$ cat src/design/focs_pkg.sv
package focs_pkg;

    // fixed formats
    localparam int UDC_W = 15;
    localparam int PER_W = 16;
    localparam int CMP_W = 16;
    localparam int TRIG_W = 16;
    localparam int CFG_DATA_W = 32;
    localparam int CFG_ADDR_W = 3;

    // reset values of the configuration registers
    localparam logic [UDC_W-1:0] BUS_VOLTAGE_RST = 15'd16384;
    localparam logic [PER_W-1:0] PWM_PERIOD_RST = 16'd1000;

    // register index, taken from paddr[2]
    localparam logic REG_BUS_VOLTAGE = 1'b0;
    localparam logic REG_PWM_PERIOD = 1'b1;

    // 1/sqrt3 and sqrt3/2 in Q16
    localparam int INV_SQRT3_Q16 = 37837;
    localparam int HALF_SQRT3_Q16 = 56755;

    localparam longint unsigned TWO_PI_Q30 = 64'd6746518852;
    localparam longint unsigned ONE_Q30 = 64'd1073741824;

    // divider: remainder width, quotient width, two quotient bits per cycle
    localparam int REM_W = 33;
    localparam int QUO_W = 18;
    localparam int DEN_W = 32;
    localparam int DIV_STEPS = QUO_W / 2;
    localparam int DIV_CNT_W = $clog2(DIV_STEPS);

    // per phase entry in the queue: zero flag, saturate flag, remainder seed
    localparam int PH_W = REM_W + 2;

    localparam int QUEUE_DEPTH = 2;
    localparam int QPTR_W = $clog2(QUEUE_DEPTH);
    localparam int QCNT_W = $clog2(QUEUE_DEPTH + 1);

    typedef enum logic [1:0] {
        S_IDLE,
        S_DIV,
        S_DONE
    } t_div_state;

    // first quadrant sine in q15, u in units of 1/(2^dlog * 4) turn, u <= 2^dlog
    function automatic logic [TRIG_W-1:0] sine_quarter(input longint unsigned u,
                                                       input int unsigned dlog);
        longint unsigned r;
        longint unsigned r2;
        longint unsigned h;
        longint unsigned s;
        r = (u * TWO_PI_Q30) >> (dlog + 2);
        r2 = (r * r) >> 30;
        h = ONE_Q30 - r2 / 110;
        h = ONE_Q30 - ((r2 * h) >> 30) / 72;
        h = ONE_Q30 - ((r2 * h) >> 30) / 42;
        h = ONE_Q30 - ((r2 * h) >> 30) / 20;
        h = ONE_Q30 - ((r2 * h) >> 30) / 6;
        s = (r * h) >> 30;
        s = (s + 64'd16384) >> 15;
        if (s > 64'd32767) begin
            s = 64'd32767;
        end
        return s[TRIG_W-1:0];
    endfunction

endpackage

$ cat src/design/focs_queue.sv
module focs_queue #(
    parameter int WIDTH = 8
) (
    input  logic             i_clk,
    input  logic             i_rst_n,
    input  logic             i_valid,
    output logic             o_ready,
    input  logic [WIDTH-1:0] i_data,
    output logic             o_valid,
    input  logic             i_ready,
    output logic [WIDTH-1:0] o_data
);
    logic [WIDTH-1:0]                r_mem [focs_pkg::QUEUE_DEPTH];
    logic [focs_pkg::QPTR_W-1:0]     r_wp;
    logic [focs_pkg::QPTR_W-1:0]     r_rp;
    logic [focs_pkg::QCNT_W-1:0]     r_cnt;
    logic                            w_push;
    logic                            w_pop;

    assign o_ready = (r_cnt != focs_pkg::QCNT_W'(focs_pkg::QUEUE_DEPTH));
    assign o_valid = (r_cnt != '0);
    assign w_push = i_valid && o_ready;
    assign w_pop = o_valid && i_ready;
    assign o_data = r_mem[r_rp];

    always_ff @(posedge i_clk) begin
        if (!i_rst_n) begin
            r_wp <= '0;
            r_rp <= '0;
            r_cnt <= '0;
        end else begin
            if (w_push) begin
                r_wp <= r_wp + 1'b1;
            end
            if (w_pop) begin
                r_rp <= r_rp + 1'b1;
            end
            if (w_push && !w_pop) begin
                r_cnt <= r_cnt + 1'b1;
            end else if (w_pop && !w_push) begin
                r_cnt <= r_cnt - 1'b1;
            end
        end
    end

    always_ff @(posedge i_clk) begin
        if (w_push) begin
            r_mem[r_wp] <= i_data;
        end
    end

endmodule

$ cat config.mk
export PLATFORM = sky130hd
export DESIGN_NAME = focs_queue
export DESIGN_NICKNAME = d
export VERILOG_FILES = /design/src/design/focs_pkg.sv /design/src/design/focs_queue.sv
export SDC_FILE = /design/constraint.sdc
export NUM_CORES = 1
export LEC_CHECK = 0
export BUFFER_PORTS_ARGS = -buffer_cell sky130_fd_sc_hd__clkbuf_2
export CAP_MARGIN = 20
export CORE_MARGIN = 4
export CORE_UTILIZATION = 50
export DETAILED_ROUTE_END_ITERATION = 16
export PLACE_DENSITY = 0.81
export SYNTH_ARGS = -nofsm -noshare
export SYNTH_HDL_FRONTEND = slang
export SYNTH_SLANG_ARGS = --single-unit
$ cat constraint.sdc
create_clock -name i_clk -period 2.17 [get_ports i_clk]
set_input_delay 0.434 -clock i_clk [delete_from_list [all_inputs] [get_ports i_clk]]
set_output_delay 0.434 -clock i_clk [all_outputs]
set_load 0.005 [all_outputs]
==> impl_metrics.sql <==
INSERT INTO impl_metrics (metric_group, metric, value, unit) VALUES
('layout', 'area.growth.synth_to_final', '18.08', '%'),
('layout', 'antenna_cells_inserted', '0', ''),
('setup_path', 'startpoint_class_of_the_critical_path', 'flop', ''),
('worst_hold_path', 'whs_endpoint', 'r_mem[1][0]$_DFFE_PP_', ''),
('sta', 'worst_case_headroom_to_the_max_slew_limit', '75.93', '%'),
('clock_network', 'clock_network_latency_to_the_later_pin_of_the_worst_skew_pair', '0.29', 'ns'),
('power_and_ir_drop', 'seq_power_share', '53.8', '%'),
('yosys', 'simple_gate_fraction_of_synth_area', '7.110', '%'),
('floorplanning', 'chipHeight', '48.24', 'microns'),
('yosys', 'yosysUniqueCellTypes', '17', ''),
('yosys', 'synth_xor_xnor_area_share', '3.246', '%'),
('floorplanning', 'row_count', '14', ''),
('power_and_ir_drop', 'p_leak', '0.3923', 'nW'),
('clock_network', 'postCtsResizedCells', '0', ''),
('route', 'drt-initial-drc-count', '3', ''),
('power_and_ir_drop', 'clockPowerShare', '17.0', '%'),
('global_routing', 'grt-ovfl-total', '0', ''),
('placed_design', 'detailed_placement_hpwl', '1045', 'microns'),
('yosys', 'muxShareOfSynthArea', '11.13', '%'),
('sta', 'finalHoldViolations', '0', ''),
('route', 'ant_nets', '0', ''),
('route', 'drt-pass1-iter-count', '2', ''),
('clock_network', 'clock-root-buffer', 'sky130_fd_sc_hd__clkbuf_4', ''),
('yosys', 'synth_nets', '63', ''),
('clock_network', 'cts.sink_count', '21', ''),
('route', 'count_of_vias_placed_by_the_detailed_router', '457', ''),
('yosys', 'netlist.top_cell.by_area', 'sky130_fd_sc_hd__edfxtp_1', ''),
('yosys', 'postSynthCellCount', '50', ''),
('clock_network', 'cts_tree', 'yes', ''),
('worst_hold_path', 'timing.hold.worst_path_depth', '1', ''),
('yosys', 'synthesis.area', '809.5', 'sq um'),
('floorplanning', 'die_w', '48.24', 'microns'),
('sta', 'setup_repair_after_global_routing_missed_its_margin', 'false', ''),
('clock_network', 'ctsHtreeMaxLevel', '1', ''),
('power_and_ir_drop', 'switching_share', '28.57', '%'),
('placed_design', 'gpl_wtd_cong', '0.6513', ''),
('sta', 'timing.final.setup_violations', '0', ''),
('yosys', 'synth_top_cell_area_share', '59.35', '%'),
('power_and_ir_drop', 'power.switching', '0.2994', 'mW'),
('setup_path', 'r2r_start', 'r_cnt[0]$_SDFFE_PN0P_', ''),
('yosys', 'postSynthAreaPerCell', '16.19', 'sq um'),
('placed_design', 'placed_area', '929.6', 'sq um'),
('yosys', 'dominant_combinational_cell_family_by_area_after_synthesis', 'multiplexers', ''),
('clock_network', 'cts.path.max_buffers', '2', ''),
('setup_path', 'arrival_time_of_the_worst_setup_path', '1.34', 'ns'),
('yosys', 'postSynthRegisterBits', '21', ''),
('setup_path', 'cp_max_fo', '8', ''),
('power_and_ir_drop', 'power_density', '1096', 'nW/um^2'),
('sta', 'whs', '0.3327', 'ns'),
('setup_path', 'reg2reg_depth', '4', ''),
('status', 'outcome', 'complete, no violations', ''),
('floorplanning', 'core_box_area', '1524', 'sq um'),
('route', 'vias_per_cell', '5.078', ''),
('job', 'maxCapViolCount', '0', ''),
('clock_network', 'clk_pin_slew_worst_paths', '0.11', 'ns'),
('setup_path', 'cp-end-kind', 'output port', ''),
('setup_path', 'rr_endpoint', 'r_cnt[1]$_SDFFE_PN0P_', ''),
('sta', 'final_max_slew_viol_count', '0', ''),
('setup_path', 'cp_slowest_cell', 'sky130_fd_sc_hd__dfxtp_1', ''),
('clock_network', 'post-cts-setup-buffer-count', '0', ''),
('yosys', 'yosys.area_share.adder', '1.546', '%'),
('yosys', 'synth.yosys.warnings', '0', ''),
('setup_path', 'setup.reg_to_reg.worst_slack', '0.49', 'ns'),
('setup_path', 'critical_path_cell_list', 'mux2_2 > clkbuf_2', ''),
('route', 'routed_wirelength', '1336', 'microns'),
('setup_path', 'worstPathBufferInverterCount', '1', ''),
('worst_hold_path', 'min_from', 'i_data[0]', ''),
('sta', 'total_negative_setup_slacks', '0', 'ns'),
('power_and_ir_drop', 'max-vdd-ir-drop', '0.0006667', 'V'),
('clock_network', 'cts_hold_bufs', '0', ''),
('yosys', 'portion_of_the_post_synthesis_area_used_by_sequential_elements', '71.72', '%');
==> state kept, by name, summed over array words and instances (netlist names), named ones only <==
signal  count
r_cnt       2
r_mem      16
r_rp        1
r_wp        1
==> worst register-to-register path: cells and delay by family (launching register included) <==
| family | cells | cell delay [ns] |
|---|---|---|
| AOI/OAI and AO/OA | 2 | 0.51 |
| adders and majority gates | 1 | 0.34 |
| DFF | 1 | 0.37 |
| and+or+nand+nor | 1 | 0.40 |
==> metal layers <==
layer,global-route usage [%],share of wire (%),wire length [microns]
met1,14.39,37,500
met2,23.96,55,740
met3,4.059,6.0,80
met4,6.452,1.0,14
met5,0,0,0
==> worst max-delay path by stage <==
stage / from / to / slack [ns] / cells after the start
floorplan: r_cnt[0]$_SDFFE_PN0P_ / r_cnt[1]$_SDFFE_PN0P_ / 0.67 / 5
global placement: i_valid / r_cnt[1]$_SDFFE_PN0P_ / 0.62 / 5
detailed placement: r_cnt[0]$_SDFFE_PN0P_ / r_cnt[1]$_SDFFE_PN0P_ / 0.50 / 4
CTS: flop / o_data[4] / 0.37 / 2
global route: flop / o_data[4] / 0.31 / 2
finish: flop / o_data[4] / 0.39 / 2
==> cells by family (layout without fill, tap and decap cells) <==
group / count (synthesis) / count (layout)
multiplexers: 8 / 8
flip-flops: 21 / 21
buffers and inverters: 3 / 27
adder cells (fa/ha/maj): 1 / 1
AO/OA/AOI/OAI: 5 / 5
AND/OR/NAND/NOR: 9 / 9
XOR/XNOR: 3 / 3
==> cell type report <==
cell class,count,area (sq um)
Clock buffer,4,26.28
Fill cell,133,568.0
Inverter,2,7.507
Multi-Input combinational cell,26,216.5
Sequential cell,21,580.6
Tap cell,16,20.02
Timing Repair Buffer,21,105.1
==> through the flow <==
| step | util, % | total power [mW] | cells | setup WS, ns |
|---|---|---|---|---|
| final | 62.73 | 1.048 | 90 | 0.3943 |
| after floorplan | - | 0.7642 | 50 | 0.6671 |
| after global routing | 62.73 | 1.119 | 90 | 0.3086 |
| after CTS | 62.73 | 1.061 | 90 | 0.3709 |
| after global placement | 61.00 | 0.8585 | 86 | 0.6218 |
| after detailed placement | 61.00 | 0.8841 | 86 | 0.4980 |
==> layout by cell type, fill, tap and decap left out <==
cell	instances
sky130_fd_sc_hd__a21bo_2	1
sky130_fd_sc_hd__nor2_1	3
sky130_fd_sc_hd__o21ai_0	2
sky130_fd_sc_hd__or2_2	1
sky130_fd_sc_hd__mux2_2	8
sky130_fd_sc_hd__clkbuf_1	1
sky130_fd_sc_hd__nand2b_4	1
sky130_fd_sc_hd__dfxtp_1	5
sky130_fd_sc_hd__ha_1	1
sky130_fd_sc_hd__inv_1	2
sky130_fd_sc_hd__or3_1	1
sky130_fd_sc_hd__and3_1	1
sky130_fd_sc_hd__nand3b_1	1
sky130_fd_sc_hd__edfxtp_1	16
sky130_fd_sc_hd__xor2_1	3
sky130_fd_sc_hd__clkbuf_2	21
sky130_fd_sc_hd__clkbuf_4	3
sky130_fd_sc_hd__a21oi_1	2
sky130_fd_sc_hd__and2_1	1
==> cell usage after synthesis, drive strengths merged <==
master,count
a21oi,2
edfxtp,16
buf,1
o21ai,2
nand2b,1
or2,1
and2,1
xor2,3
inv,2
mux2,8
nor2,3
nand3b,1
and3,1
a21bo,1
or3,1
ha,1
dfxtp,5
==> power by group through the flow <==
stage	clock [mW]	combinational, mW	sequential [mW]
5_1_grt	0.204	0.341	0.574
6_report	0.178	0.306	0.564
2_1_floorplan	0	0.218	0.546
3_5_place_dp	0	0.309	0.575
4_1_cts	0.185	0.311	0.566
3_3_place_gp	0	0.289	0.570
Note: power is estimated with default switching activity, not from simulation.
